### config.mk
export PLATFORM = sky130hd
export DESIGN_NAME = signed_int_to_radix_digits
export DESIGN_NICKNAME = d
export VERILOG_FILES = /design/src/design/sirad_pkg.sv /design/src/design/signed_int_to_radix_digits.sv
export SDC_FILE = /design/constraint.sdc
export NUM_CORES = 1
export LEC_CHECK = 0
export ABC_CLOCK_PERIOD_IN_PS = 44300
export BUFFER_PORTS_ARGS = -buffer_cell sky130_fd_sc_hd__buf_2
export CORE_MARGIN = 8
export CORE_UTILIZATION = 40
export DETAILED_ROUTE_END_ITERATION = 10
export GPL_TIMING_DRIVEN = 0
export PLACE_DENSITY = 0.58
export SLEW_MARGIN = 5
export SYNTH_ARGS = -nofsm -noshare
export SYNTH_HDL_FRONTEND = slang
export SYNTH_SLANG_ARGS = --single-unit
### constraint.sdc
create_clock -name clock -period 44.3 [get_ports clock]
set_clock_uncertainty 0.05 [all_clocks]
set_input_delay 6.645 -clock clock [delete_from_list [all_inputs] [get_ports clock]]
set_output_delay 6.645 -clock clock [all_outputs]
set_load 0.02 [all_outputs]
### src/design/sirad_pkg.sv
// Package for the signed integer to radix digits block.
// Holds character codes, register indexes and shared widths.
// Depends on nothing.
package sirad_pkg;

   typedef logic [7:0] char_type;

   localparam char_type CHAR_PLUS  = 8'h2B;
   localparam char_type CHAR_MINUS = 8'h2D;
   localparam char_type CHAR_NUL   = 8'h00;

   localparam int CSR_INDEX_WIDTH = 2;
   localparam int CSR_DATA_WIDTH  = 64;
   localparam int COUNT_WIDTH     = 5;
   localparam int TABLE_BYTES     = 16;

   typedef logic [CSR_INDEX_WIDTH-1:0] csr_index_type;

   localparam csr_index_type CSR_DIGIT_COUNT = 2'd0;
   localparam csr_index_type CSR_DIGITS_LOW  = 2'd1;
   localparam csr_index_type CSR_DIGITS_HIGH = 2'd2;

endpackage

### src/design/signed_int_to_radix_digits.sv
// Top level of the signed integer to radix digits block.
// Converts one signed value per item into character codes in a configured base.
// Depends on sirad_pkg.
//
// A start pulse while busy is low hands over one signed value. The block then
// checks the digit table, one table position per cycle (the check is skipped
// when digit_count is below 2 or above MAX_DIGITS, and a bad entry ends it
// early; in either case the item produces no characters at all). It then
// divides the magnitude by the base with one shared restoring divider that
// handles 8 dividend bits per cycle; each digit divides only the significant
// bytes of the current quotient, so leading zero bytes are skipped. Finally it
// emits a minus sign if the value is negative and the digits most significant
// first, one character per cycle on rsp_strobe, with rsp_last on the final one.
// The receiver cannot stall: each character is shown for exactly one cycle.
// Busy stays high from the accepted item until the final character is being
// presented, or until the item ends without characters, and the next item may start then.
// Configuration writes are always taken and must only be made while idle.
module signed_int_to_radix_digits #(
   parameter int MAX_DIGITS  = 16,
   parameter int VALUE_WIDTH = 32
) (
   input  logic                                    clock,
   input  logic                                    reset,
   input  logic                                    start,
   output logic                                    busy,
   input  logic signed [VALUE_WIDTH-1:0]           req_value,
   output logic                                    rsp_strobe,
   output logic [7:0]                              rsp_char_code,
   output logic                                    rsp_last,
   input  logic                                    csr_valid,
   output logic                                    csr_ready,
   input  sirad_pkg::csr_index_type                csr_index,
   input  logic [sirad_pkg::CSR_DATA_WIDTH-1:0]    csr_data
);

   localparam int IW     = $clog2(MAX_DIGITS);
   localparam int NCHUNK = (VALUE_WIDTH + 7) / 8;
   localparam int DW     = NCHUNK * 8;
   localparam int CW     = (NCHUNK > 1) ? $clog2(NCHUNK) : 1;
   localparam int PW     = $clog2(VALUE_WIDTH);
   localparam int CNTW   = sirad_pkg::COUNT_WIDTH;

   typedef enum logic [1:0] {
      S_IDLE,
      S_CHECK,
      S_DIV,
      S_EMIT
   } state_type;

   state_type                   state_ff;
   logic [CNTW-1:0]             digit_count_ff;
   logic [63:0]                 digits_low_ff;
   logic [63:0]                 digits_high_ff;
   logic [DW-1:0]               mag_ff;
   logic                        neg_ff;
   logic [IW-1:0]               idx_ff;
   logic [IW-1:0]               rem_ff;
   logic [CW-1:0]               chunk_ff;
   logic [PW-1:0]               nd_ff;
   logic [PW-1:0]               ptr_ff;
   logic [IW-1:0]               digit_buf_ff [VALUE_WIDTH];
   logic                        rsp_strobe_ff;
   sirad_pkg::char_type         rsp_char_code_ff;
   logic                        rsp_last_ff;

   sirad_pkg::char_type         tab [MAX_DIGITS];
   logic [127:0]                table_bits;
   logic                        entry_bad;
   logic [IW-1:0]               rem_in;
   logic [7:0]                  qchunk;
   logic [DW-1:0]               quo;
   logic [VALUE_WIDTH-1:0]      mag_in;
   logic [5:0]                  trial;
   logic [5:0]                  base6;

   // Index of the highest nonzero byte, or zero when the word is zero.
   function automatic logic [CW-1:0] top_chunk(input logic [DW-1:0] v);
      logic [CW-1:0] top;
      top = '0;
      for (int c = 0; c < NCHUNK; c++) begin
         if (v[c*8 +: 8] != 8'd0) begin
            top = CW'(c);
         end
      end
      return top;
   endfunction

   assign busy          = (state_ff != S_IDLE);
   assign csr_ready     = 1'b1;
   assign rsp_strobe    = rsp_strobe_ff;
   assign rsp_char_code = rsp_char_code_ff;
   assign rsp_last      = rsp_last_ff;

   assign table_bits = {digits_high_ff, digits_low_ff};
   always_comb begin
      for (int k = 0; k < MAX_DIGITS; k++) begin
         tab[k] = table_bits[k*8 +: 8];
      end
   end

   // Table check for one position: a forbidden character or a later duplicate.
   always_comb begin
      entry_bad = (tab[idx_ff] == sirad_pkg::CHAR_PLUS) ||
                  (tab[idx_ff] == sirad_pkg::CHAR_MINUS) ||
                  (tab[idx_ff] == sirad_pkg::CHAR_NUL);
      for (int j = 0; j < MAX_DIGITS; j++) begin
         if ((IW'(j) > idx_ff) && (CNTW'(j) < digit_count_ff) && (tab[j] == tab[idx_ff])) begin
            entry_bad = 1'b1;
         end
      end
   end

   // One byte of restoring division by the base. The remainder stays below the
   // base, so it fits the digit index width.
   always_comb begin
      base6  = 6'(digit_count_ff);
      rem_in = rem_ff;
      trial  = '0;
      qchunk = '0;
      for (int b = 7; b >= 0; b--) begin
         trial = {(6 - IW - 1)'(0), rem_in, mag_ff[{chunk_ff, 3'b000} + b]};
         if (trial >= base6) begin
            qchunk[b] = 1'b1;
            rem_in    = IW'(trial - base6);
         end else begin
            qchunk[b] = 1'b0;
            rem_in    = IW'(trial);
         end
      end
      quo = mag_ff;
      quo[{chunk_ff, 3'b000} +: 8] = qchunk;
   end

   // Magnitude of the incoming value; the most negative value wraps to 2^(W-1).
   assign mag_in = req_value[VALUE_WIDTH-1] ? (~req_value + 1'b1) : req_value;

   always_ff @(posedge clock) begin
      if (reset) begin
         state_ff       <= S_IDLE;
         rsp_strobe_ff  <= 1'b0;
         digit_count_ff <= '0;
         digits_low_ff  <= '0;
         digits_high_ff <= '0;
      end else begin
         // A character goes out on every cycle spent in the emit state.
         rsp_strobe_ff <= (state_ff == S_EMIT);

         if (csr_valid && csr_ready) begin
            unique case (csr_index)
               sirad_pkg::CSR_DIGIT_COUNT: begin
                  digit_count_ff <= csr_data[CNTW-1:0];
               end
               sirad_pkg::CSR_DIGITS_LOW: begin
                  digits_low_ff <= csr_data;
               end
               sirad_pkg::CSR_DIGITS_HIGH: begin
                  digits_high_ff <= csr_data;
               end
               default: begin
               end
            endcase
         end

         unique case (state_ff)
            S_IDLE: begin
               if (start) begin
                  neg_ff <= req_value[VALUE_WIDTH-1];
                  mag_ff <= DW'(mag_in);
                  idx_ff <= '0;
                  if ((digit_count_ff >= CNTW'(2)) && (digit_count_ff <= CNTW'(MAX_DIGITS))) begin
                     state_ff <= S_CHECK;
                  end
               end
            end
            S_CHECK: begin
               if (entry_bad) begin
                  state_ff <= S_IDLE;
               end else if (idx_ff == IW'(digit_count_ff - CNTW'(1))) begin
                  state_ff <= S_DIV;
                  rem_ff   <= '0;
                  nd_ff    <= '0;
                  chunk_ff <= top_chunk(mag_ff);
               end else begin
                  idx_ff <= idx_ff + 1'b1;
               end
            end
            S_DIV: begin
               mag_ff <= quo;
               if (chunk_ff == '0) begin
                  // Low byte done: the remainder is the next digit.
                  digit_buf_ff[nd_ff] <= rem_in;
                  nd_ff    <= nd_ff + 1'b1;
                  rem_ff   <= '0;
                  chunk_ff <= top_chunk(quo);
                  if ((quo == '0) || (nd_ff == PW'(VALUE_WIDTH - 1))) begin
                     state_ff <= S_EMIT;
                     ptr_ff   <= nd_ff;
                  end
               end else begin
                  rem_ff   <= rem_in;
                  chunk_ff <= chunk_ff - 1'b1;
               end
            end
            S_EMIT: begin
               if (neg_ff) begin
                  rsp_char_code_ff <= sirad_pkg::CHAR_MINUS;
                  rsp_last_ff      <= 1'b0;
                  neg_ff           <= 1'b0;
               end else begin
                  rsp_char_code_ff <= tab[digit_buf_ff[ptr_ff]];
                  rsp_last_ff      <= (ptr_ff == '0);
                  if (ptr_ff == '0) begin
                     state_ff <= S_IDLE;
                  end else begin
                     ptr_ff <= ptr_ff - 1'b1;
                  end
               end
            end
            default: begin
               state_ff <= S_IDLE;
            end
         endcase
      end
   end

endmodule

* Word-level counts from Yosys, hierarchy flattened
Memory sizes are Yosys's and may differ from the RTL's. A register that Yosys moved wholly into a read port is not among the register bits.
Cells that the tools add are included.
** Word-level totals
- Register bits :: 198
- Bits in latches :: 0
- Memory bits (writable) :: 128
- ROM bits :: 0
- Input bits :: 102
- Output and inout bits :: 12
- Logic and storage cells :: 297
- Memories :: 1
** Cells by class
- Add/sub/neg operators :: 22
- Multiply operators :: 0
- Divide/modulo/power cells :: 0
- Order comparisons :: 52
- Equal/unequal tests :: 36
- Shift operators :: 2
- Muxes and demuxes :: 101
- Bitwise operators :: 4
- Reductions and logical operators :: 65
** Memories
- digit_buf_ff :: depth 32, bits a word 4, rd ports 1, clocked after memory_dff 1, wr ports 1, RTL line signed_int_to_radix_digits.sv:61 : logic [IW-1:0] digit_buf_ff [VALUE_WIDTH];
** Operators by type and width (number)
- 8-bit == test :: 16
- 8-bit binary-select mux with 4-bit select :: 2
- 32-bit 2-to-1 mux :: 2
- 32-bit case mux with 2 select lines :: 1
- 4-bit 2-to-1 mux :: 14
- 8-bit nonzero test :: 6
- 6-bit less-than comparator (second input constant) :: 7
- 5-bit >= comparator :: 8
- 4-bit by 5-bit less-than comparator with 1-bit output (first input constant) :: 8
- 5-bit 2-to-1 mux :: 8
- 1-bit 2-to-1 mux :: 39
- 1-bit binary-select mux with 5-bit select :: 7
- 1-bit logical AND :: 33
- 32-bit by 1-bit adder with 32-bit output (second input constant) :: 1
- 32-bit bitwise mux :: 1
- 4-bit > comparator (first input constant) :: 8
- 32-bit logical NOT :: 1
- 8-bit 2-to-1 mux :: 4
- 32-bit inverter :: 1
- 8-bit by 7-bit variable shift with 32-bit output (first input constant) :: 1
- 8-bit by 7-bit indexed part select with 32-bit output :: 1
- 4-bit subtractor :: 8
- 2-bit 2-to-1 mux :: 15
- 5-bit by 3-bit adder with 6-bit output (second input constant) :: 4
- other kinds (45) :: 86

* Logic depth before layout (Yosys ltp)
Gate-level depths: netlist of run 1.
- Depth after elaboration :: 27
- Gate-level depth with buffers :: 66

* Least setup slack after synthesis of run 1
OpenSTA, ideal clock, no wires.
- Kind :: reg-to-reg
- Start :: register chunk_ff[0]
- End :: memory digit_buf_ff[0][3] (netlist bit) (data pin)
- Arrival :: 13942 ps
- Required time :: 43776 ps
- Setup slack :: 29835 ps
- Stages on the path, launching flop included :: 58
- Buffers on the path :: 8
- Path through :: edfxtp_1 clkbuf_1 mux4_2 ha_1 a311o_1 o221ai_1 clkbuf_1 mux2_2 inv_1 ha_1 nor2b_1 o211ai_1 a31oi_1 o21ai_0 inv_1 ha_1 nor2b_1 o31a_1 [... 22 more ...] o31a_1 o22ai_1 clkbuf_1 nor2_1 a21oi_1 inv_1 ha_1 nor2b_1 o31a_1 o22ai_1 clkbuf_1 mux2_2 ha_1 o21a_1 o31a_1 o22ai_1 clkbuf_1 o31ai_1
** On the way
- Word-level cells in the longest chain between the ends :: 19
- Elaborated cells on any way between the ends :: 47
** Ends and longest elaborated chain
- start, declared :: RTL line signed_int_to_radix_digits.sv:58 : logic [CW-1:0] chunk_ff;
- start signal, assigned :: RTL line signed_int_to_radix_digits.sv:182 : chunk_ff <= top_chunk(mag_ff);
- start signal, assigned :: RTL line signed_int_to_radix_digits.sv:194 : chunk_ff <= top_chunk(quo);
- start signal, assigned :: RTL line signed_int_to_radix_digits.sv:201 : chunk_ff <= chunk_ff - 1'b1;
- 5-bit by 3-bit adder with 6-bit output :: RTL line signed_int_to_radix_digits.sv:121 : trial = {(6 - IW - 1)'(0), rem_in, mag_ff[{chunk_ff, 3'b000} + b]};
- 1-bit binary-select mux with 5-bit select :: RTL line signed_int_to_radix_digits.sv:121
- 1-bit 2-to-1 mux (not written as such) :: RTL line signed_int_to_radix_digits.sv:121
- 4-bit subtractor / 5-bit >= comparator (equally long branches) :: RTL line signed_int_to_radix_digits.sv:124, signed_int_to_radix_digits.sv:122
- 4-bit 2-to-1 mux :: RTL line signed_int_to_radix_digits.sv:122 : if (trial >= base6) begin
- 4-bit subtractor / 5-bit >= comparator (equally long branches) :: RTL line signed_int_to_radix_digits.sv:124, signed_int_to_radix_digits.sv:122
- 4-bit 2-to-1 mux :: RTL line signed_int_to_radix_digits.sv:122
- 4-bit subtractor / 5-bit >= comparator (equally long branches) :: RTL line signed_int_to_radix_digits.sv:124, signed_int_to_radix_digits.sv:122
- [... 4 more ...]
- 4-bit 2-to-1 mux :: RTL line signed_int_to_radix_digits.sv:122
- 4-bit subtractor / 5-bit >= comparator (equally long branches) :: RTL line signed_int_to_radix_digits.sv:124, signed_int_to_radix_digits.sv:122
- 4-bit 2-to-1 mux :: RTL line signed_int_to_radix_digits.sv:122
- 4-bit subtractor / 5-bit >= comparator (equally long branches) :: RTL line signed_int_to_radix_digits.sv:124, signed_int_to_radix_digits.sv:122
- 4-bit 2-to-1 mux :: RTL line signed_int_to_radix_digits.sv:122
- 4-bit subtractor / 5-bit >= comparator (equally long branches) :: RTL line signed_int_to_radix_digits.sv:124, signed_int_to_radix_digits.sv:122
- 4-bit 2-to-1 mux * :: RTL line signed_int_to_radix_digits.sv:122
- net rem_in[3] :: RTL line signed_int_to_radix_digits.sv:69 : logic [IW-1:0] rem_in;
- end, declared :: RTL line signed_int_to_radix_digits.sv:61
The timed path passes the listed nets; every way through them passes the cells marked *. The select of a mux whose other input is x is not followed.

==> summary.md, run 1 <==
| Metric | Value |
|---|---|
| F_max | `54.2 MHz` |
| First-pass GRT wire length | `108 mm` |
| Critical path peak fanout | `14` |
| Initial antenna violation count | `2` |
| Layout cells sized above 1 | `14.3%` |
| Max-Cap Viols | `0` |
| Worst EP arrival | `18.85 ns` |
| Hold_buf cts | `0` |
| Most used cell, CP | `ha_1` |
| Critical Path RT | `44.71 ns` |
| Max-slew violations | `0` |
| CTS tree | `yes` |
| Commonest non-fill, non-tap cell in the layout | `nand2_1` |
| Slowest cell on crit path | `dfxtp_1` |
| Hold Crit Depth | `2` |
| Least-Margin Pin Slew | `1.25 ns` |
| Core Footprint | `0.0502 mm2` |
| Number of global-route vias before repair | `17300` |
| Synth Area in XOR/XNOR | `5.98%` |
| GR Overflow Total | `0` |
| Critical path class | `flop to flop` |
| Syn-to-layout area delta | `13.6%` |
| Post-synth ARST share | `0%` |
| Root buffer cell | `clkbuf_16` |
| Global Route Usage Sum | `23.7%` |
| Remaining antenna violation count | `0` |
| Routed WL | `71.4 mm` |
| FF+latch count, synth | `331` |
| Clock-pin slew on the worst setup and hold paths | `0.06 ns` |
| Total number of vias | `17400` |
| Port bufs | `111` |
| RSZ-0062 raised after global routing | `no` |
| Post-CTS Setup Inserts | `0` |
| Via-per-instance ratio | `5.86` |
| Clk_lat worst skew | `0.58 ns` |
| Period utilisation layout | `41.6%` |
| Simple-gate area share of the yosys netlist | `15.9%` |
| Crit-path max cell delay | `0.74 ns` |
| I/O pin count | `114` |
| DP Wirelength | `54.7 mm` |
| CTS sink cnt | `331` |
| GP Congestion | `0.970` |
| Worst Setup End Kind | `flop` |
| Distinct cells, synth | `90` |
| Number of flops mapped to enable cells by yosys | `190` |
| Mapped Area | `0.0204 mm2` |
| Synth Instances | `2102` |
| Die area | `0.0584 mm2` |
| DRT iter0 DRCs | `1335` |
| Synth warn | `0` |
| H-tree Lvls | `2` |
| Largest family of logic cells by synthesized area | `simple AND/OR/NAND/NOR gates` |
| Compound-Gate Fraction of Synth Area | `15.2%` |
| Drc violations | `0` |
| Commonest cells after routing, fill and taps aside | `nand2_1, a21oi_1, edfxtp_1, dfxtp_1` |
| Fill cells | `4835` |
| Slew margin rel. | `14.6%` |
| Top FF cell, synth | `edfxtp_1` |
| Setup TNS Final | `0 ns` |
| Final min period | `18.44 ns` |
| Max clock buf depth | `3` |
| Final hold viol count | `0` |
| Share of the yosys chip area belonging to registers | `41.9%` |
| Total CTS buffers | `39` |
| Drt pass-1 iters | `5` |
| Final Setup Violations | `0` |
| Portion of netlist area occupied by mux cells | `12.2%` |
| Status | `finished clean` |
| Pin count of the biggest net entering global routing | `34` |
| Num rows | `82` |
| Syn_nets | `2274` |
| R2R cell count | `63` |
| Avg Cell Area, Syn | `9.69 um2` |
| CP startpoint kind | `flop` |
| Fin nets | `2431` |
| Post-cts resize count | `0` |
| Hold Crit Class | `flop to flop` |
| Die Width | `242 um` |
| Die height | `242 um` |
| Wire length per cell | `24.1 um` |
| Post-Synth Adder-Cell Area | `4.60%` |
| Initial Util | `40.6%` |
[stage by stage]
step	worst slack [ns]	cells	cell area [um2]	util, %	hold slack, ns
after floorplan	29.83	2102	20400	-	0.396
after detailed placement	26.12	2890	21900	43.6	0.427
after CTS	26.01	2961	23100	46.1	0.433
after global routing	24.42	2963	23100	46.1	0.459
final	25.86	2963	23100	46.1	0.432
after global placement	24.94	2885	21800	43.4	0.422
[cells by family after synthesis]
group | count (synthesis)
flip-flops | 331
other | 1
AO/OA/AOI/OAI | 493
buffers and inverters | 214
XOR/XNOR | 139
adder cells (fa/ha/maj) | 70
multiplexers | 158
AND/OR/NAND/NOR | 696
[critical path: cells and delay by family (launching register included)]
family | cells | cell delay (ns)
AOI/OAI and AO/OA | 24 | 6.45
buffers and inverters | 14 | 4.60
muxes | 3 | 1.17
adders and majority gates | 8 | 2.38
and+or+nand+nor | 14 | 2.93
DFF | 1 | 0.74
[flip-flops by register name (all words and copies together), names as in the netlist, named ones only]
name,flops
mag_ff,32
state_ff,1
ptr_ff,5
rem_ff,4
chunk_ff,2
rsp_strobe,1
nd_ff,5
neg_ff,1
digits_low_ff,64
digits_high_ff,64
rsp_last,1
digit_count_ff,5
digit_buf_ff,128
rsp_char_code,8
idx_ff,4
[area by class of cell]
cell class | count | area, um2 | share of cell area, %
Clock inverter | 15 | 195 | 0.843
Multi-Input combinational cell | 1557 | 11000 | 47.5
Tap cell | 672 | 841 | 3.63
Sequential cell | 331 | 8530 | 36.9
Clock buffer | 56 | 1070 | 4.62
Timing Repair Buffer | 116 | 632 | 2.73
Inverter | 78 | 293 | 1.27
Buffer | 136 | 593 | 2.56
Antenna cell | 2 | 5.00 | 0.0216
[worst paths after layout]
kind | startpoint | to | slack (ns)
setup / recovery | digit_count_ff[1] | flop | 25.86
hold / removal | digits_low_ff[0] | digits_low_ff[0] | 0.43
setup reg to reg | digit_count_ff[1] | flop | 25.86
hold reg to reg | digits_low_ff[0] | digits_low_ff[0] | 0.43
[layer usage]
metal / vias to the layer above / routed length, um / track usage (%)
li1: 8005 / - / -
met1: 8494 / 29900 / 30.0
met2: 686 / 33900 / 39.9
met3: 168 / 4170 / 3.28
met4: 0 / 3380 / 10.8
met5: - / 0 / 0
[cells in the mapped netlist, drive strengths merged, types with 16 or more instances]
library cell  count  area (um2)
mux2             21         236
nor2b            41         257
xnor2            68         596
nor3             31         155
mux2i            69         707
o21ai            73         380
clkbuf           83         313
o22ai            36         225
inv              77         289
or3              19         134
edfxtp          190        5710
nand4            25         156
o31ai            17         141
mux4             68        1530
nor2            138         531
nor4             17         106
a211oi           55         413
ha               62         776
a21oi           204        1020
dfxtp           141        2820
or4              16         143
xor2             71         622
buf              53         280
nand2           333        1250
nand3            23         115
Power of run 1 is left out: the tool's default activity adds up to more than one toggle a clock period on the data nets, which glitch-free logic cannot reach.
==> inputs of run 2 (changes only) <==
- ABC_CLOCK_PERIOD_IN_PS: 44300 -> 15800
- PLACE_DENSITY: 0.58 -> 0.6
- clock period: 44.3 -> 15.8 ns (I/O delays scaled with it)
==> summary.md, run 2 (same netlist as run 1, synthesis figures left out) <==
| Metric | Value |
|---|---|
| Status | `finished clean` |
| Number of global-route vias before repair | `17300` |
| Hold_buf cts | `0` |
| Critical path class | `flop to flop` |
| Max-Cap Viols | `0` |
| Fill cells | `4790` |
| Slowest cell on crit path | `mux4_2` |
| GP Congestion | `0.950` |
| Total number of vias | `17400` |
| Layout cells sized above 1 | `15.8%` |
| Die area | `0.0584 mm2` |
| CTS tree | `yes` |
| CP delay by family, top | `compound AO/OA/AOI/OAI gates` |
| R2R cell count | `62` |
| Period utilisation layout | `93.4%` |
| Die Width | `242 um` |
| Port bufs | `111` |
| Critical path peak fanout | `10` |
| CP Buf/Inv Count | `12` |
| Post-Place Worst Slack | `-2.34 ns` |
| Syn-to-layout area delta | `14.4%` |
| R2r setup slk | `1.04 ns` |
| Drt pass-1 iters | `6` |
| Worst hold path endpoint | `digits_low_ff[0]` |
| Crit-path max cell delay | `0.57 ns` |
| Top Registers | `digit_buf_ff (128), digits_high_ff (64), digits_low_ff (64)` |
| Worst Setup End Kind | `flop` |
| Root buffer cell | `clkbuf_16` |
| Core Footprint | `0.0502 mm2` |
| Post-Place Cell Area | `0.0219 mm2` |
| Global Route Usage Sum | `24.0%` |
| Slew margin rel. | `20.2%` |
| Via-per-instance ratio | `5.88` |
| Pin count of the biggest net entering global routing | `34` |
| I/O pin count | `114` |
| Final hold viol count | `0` |
| Total CTS buffers | `37` |
| Most used cell, CP | `ha_1` |
| Wire length per cell | `24.6 um` |
| Max reg flops | `128` |
| GR Overflow Total | `0` |
| Final min period | `14.76 ns` |
| Setup TNS Final | `0 ns` |
| Initial Util | `40.6%` |
| Worst Min Path Start | `digits_low_ff[0]` |
| Final Setup Violations | `0` |
| Worst EP arrival | `15.17 ns` |
| Die height | `242 um` |
| Critical Path RT | `16.22 ns` |
| Worst flop-to-flop path startpoint | `chunk_ff[0]` |
| Initial antenna violation count | `2` |
| CTS sink cnt | `331` |
| Commonest cells after routing, fill and taps aside | `nand2_1, a21oi_1, edfxtp_1, dfxtp_1, buf_2` |
| CP startpoint kind | `flop` |
| Clk_lat worst skew | `0.57 ns` |
| DP Wirelength | `55.2 mm` |
| Routed WL | `72.9 mm` |
| Largest Register | `digit_buf_ff` |
| Reg2reg end | `state_ff[0]` |
| Commonest non-fill, non-tap cell in the layout | `nand2_1` |
| Worst setup margin | `1.04 ns` |
| Fin nets | `2434` |
| Remaining antenna violation count | `0` |
| Drc violations | `0` |
| First-pass GRT wire length | `109 mm` |
| Hold Crit Depth | `2` |
| Max clock buf depth | `3` |
| Num rows | `82` |
| Critical path depth in cells | `62` |
| Least-Margin Pin Slew | `1.19 ns` |
| Fin area | `0.0233 mm2` |
| DRT iter0 DRCs | `1397` |
| H-tree Lvls | `2` |
| Clock-pin slew on the worst setup and hold paths | `0.06 ns` |
| F_max | `67.8 MHz` |
| Hold Crit Class | `flop to flop` |
| Max-slew violations | `0` |
run 2: cell types whose count changed in the layout (fill, tap and decap cells not counted), sizes merged:
cell	change
buf	+8
clkbuf	-8
inv	-3
clkinv	+2
clkinvlp	+2
bufinv	+1
diode	-1
run 2: cell type report:
class                      count  area [um2]  share of cell area (%)
buffer                       136         619                    2.66
inverter                      78         300                    1.29
multi-input combinational   1557       11100                    47.5
sequential                   331        8530                    36.6
clock inverter                17         209                   0.897
antenna                        1        2.50                  0.0107
clock buffer                  51        1050                    4.50
timing repair buffer         121         682                    2.93
tap                          672         841                    3.61
run 2: worst max-delay path by stage:
stage                      startpoint                   to  slack (ns)
floorplan                 chunk_ff[0]   digit_buf_ff[0][3]        1.33
global placement    digit_count_ff[1]  digit_buf_ff[30][3]       -3.43
detailed placement  digit_count_ff[1]                 flop       -2.34
CTS                       chunk_ff[0]          state_ff[0]        0.11
global route              chunk_ff[0]          state_ff[0]       -0.01
finish                    chunk_ff[0]          state_ff[0]        1.04
run 2: stage by stage:
| step | instances | utilization, % | hold WS, ns |
|---|---|---|---|
| final | 2964 | 46.4 | 0.450 |
| after global routing | 2964 | 46.4 | 0.487 |
| after CTS | 2959 | 46.2 | 0.445 |
| after detailed placement | 2890 | 43.6 | 0.437 |
| after global placement | 2885 | 43.4 | 0.427 |
| after floorplan | 2102 | - | 0.396 |
run 2: worst min-delay path, delay by kind of cell (launching register included):
family / cells / cell delay, ns
DFF: 1 / 0.33
AOI/OAI and AO/OA: 1 / 0.06
and+or+nand+nor: 1 / 0.06
run 2: repair_timing:
item                       CTS  global route
gates resized for setup     21            23
setup endpoints to repair  150           118
pin swaps                    0             1
buffers inserted             1             4
run 2: layer usage:
metal	GRT usage [%]	routed length [um]	vias to the layer above
met4	9.17	3130	2
met5	0	13	-
met1	30.3	30600	8568
met2	41.3	35000	659
met3	3.48	4140	182
li1	-	-	8007
Power of run 2 is left out for the same reason.
==> inputs of run 3 (changes only) <==
- CELL_PAD_IN_SITES_DETAIL_PLACEMENT: default -> 1
- CELL_PAD_IN_SITES_GLOBAL_PLACEMENT: default -> 1
- PLACE_DENSITY: 0.6 -> 0.73
==> summary.md, run 3 (same netlist as run 1, synthesis figures left out) <==
| Metric | Value |
|---|---|
| Wire length per cell | `25.9 um` |
| Critical Path RT | `16.21 ns` |
| Pin count of the biggest net entering global routing | `34` |
| Commonest cells after routing, fill and taps aside | `nand2_1, a21oi_1, edfxtp_1, dfxtp_1, buf_2` |
| Die area | `0.0584 mm2` |
| Worst Setup End Kind | `flop` |
| Non-filler instance count after layout | `2960` |
| Initial Util | `40.6%` |
| Crit-path max cell delay | `0.66 ns` |
| Max-Cap Viols | `0` |
| Largest Register | `digit_buf_ff` |
| Slew margin rel. | `15.3%` |
| Max-slew violations | `0` |
| Critical path class | `flop to flop` |
| Most used cell, CP | `ha_1` |
| Remaining antenna violation count | `0` |
| CP startpoint kind | `flop` |
| Total number of vias | `17500` |
| Die Width | `242 um` |
| DP Wirelength | `58.8 mm` |
| Worst EP arrival | `15.33 ns` |
| Die height | `242 um` |
| Top Registers | `digit_buf_ff (128), digits_high_ff (64), digits_low_ff (64)` |
| Antenna Diode Count | `0` |
| GR Overflow Total | `0` |
| GP Congestion | `0.984` |
| Routed WL | `76.7 mm` |
| H-tree Lvls | `2` |
| Root buffer cell | `clkbuf_16` |
| Drc violations | `0` |
| First-pass GRT wire length | `115 mm` |
| Hold WS | `0.452 ns` |
| Num rows | `82` |
| Placed Cells | `2889` |
| Core Footprint | `0.0502 mm2` |
| Fin nets | `2431` |
| Clock-pin slew on the worst setup and hold paths | `0.07 ns` |
| DRT iter0 DRCs | `1262` |
| Least-Margin Pin Slew | `1.27 ns` |
| Commonest non-fill, non-tap cell in the layout | `nand2_1` |
| Global Route Usage Sum | `25.3%` |
| F_max | `67.0 MHz` |
| Drt pass-1 iters | `5` |
| CTS sink cnt | `331` |
| Layout cells sized above 1 | `15.8%` |
| Hold Crit Class | `flop to flop` |
| Slowest cell on crit path | `a311oi_1` |
| Final hold viol count | `0` |
| RSZ-0062 raised after global routing | `no` |
| Total CTS buffers | `37` |
| Port bufs | `111` |
| Period utilisation layout | `94.4%` |
| I/O pin count | `114` |
| Via-per-instance ratio | `5.91` |
| Max clock buf depth | `3` |
| Number of global-route vias before repair | `18500` |
| Initial antenna violation count | `0` |
| Clk_lat worst skew | `0.58 ns` |
| Status | `finished clean` |
| CTS tree | `yes` |
| Max reg flops | `128` |
| Final Setup Violations | `0` |
| Critical path peak fanout | `12` |
| Syn-to-layout area delta | `14.6%` |
| Final min period | `14.92 ns` |
[run 3: cell count changes in the layout (fill, tap and decap cells not counted), sizes merged]
| cell | before | now |
|---|---|---|
| buf | 177 | 176 |
| bufinv | 3 | 8 |
| clkbuf | 131 | 119 |
| clkinv | 13 | 17 |
| diode | 1 | 0 |
| inv | 76 | 77 |
[run 3: area by class of cell]
type	count	area [um2]
Buffer	135	617
Clock buffer	41	961
Clock inverter	27	392
Fill cell	5731	26800
Inverter	78	300
Multi-Input combinational cell	1557	11100
Sequential cell	331	8530
Tap cell	672	841
Timing Repair Buffer	119	643
[run 3: worst paths after layout]
kind	from	depth (start not counted)	to	slack, ns
min	digits_low_ff[5]	2	digits_low_ff[5]	0.45
max	chunk_ff[0]	60	flop	0.88
min reg2reg	digits_low_ff[5]	2	digits_low_ff[5]	0.45
max reg2reg	chunk_ff[0]	60	flop	0.88
[run 3: worst max-delay path: cells and delay by family, from the launching register on]
family,cells,cell delay [ns]
and+or+nand+nor,9,1.32
AOI/OAI and AO/OA,25,5.95
adders and majority gates,8,2.38
DFF,1,0.44
muxes,6,2.24
buffers and inverters,12,2.38
[run 3: repair_timing]
item                       in CTS  in global routing
setup endpoints to repair     150                118
gates cloned                    0                  0
resized for setup              21                 21
pin swaps                       0                  2
buffers inserted                1                  3
hold buffers                    0                  0
[run 3: layer usage]
layer	track usage, %	wire length (um)	vias up
li1	-	-	7991
met1	31.2	31600	8727
met2	43.7	37400	603
met3	3.23	4040	179
met4	11.8	3620	0
met5	0	0	-
[run 3: stage by stage]
stage	util (%)	setup WS, ns	cell area [um2]	TNS, ns
after global placement	43.4	-3.57	21800	-391.05
after CTS	46.4	0.00469	23300	0
after floorplan	-	1.33	20400	0
after global routing	46.5	0.00416	23300	0
after detailed placement	43.6	-2.67	21900	-242.63
final	46.5	0.882	23300	0
Power of run 3 is left out for the same reason.
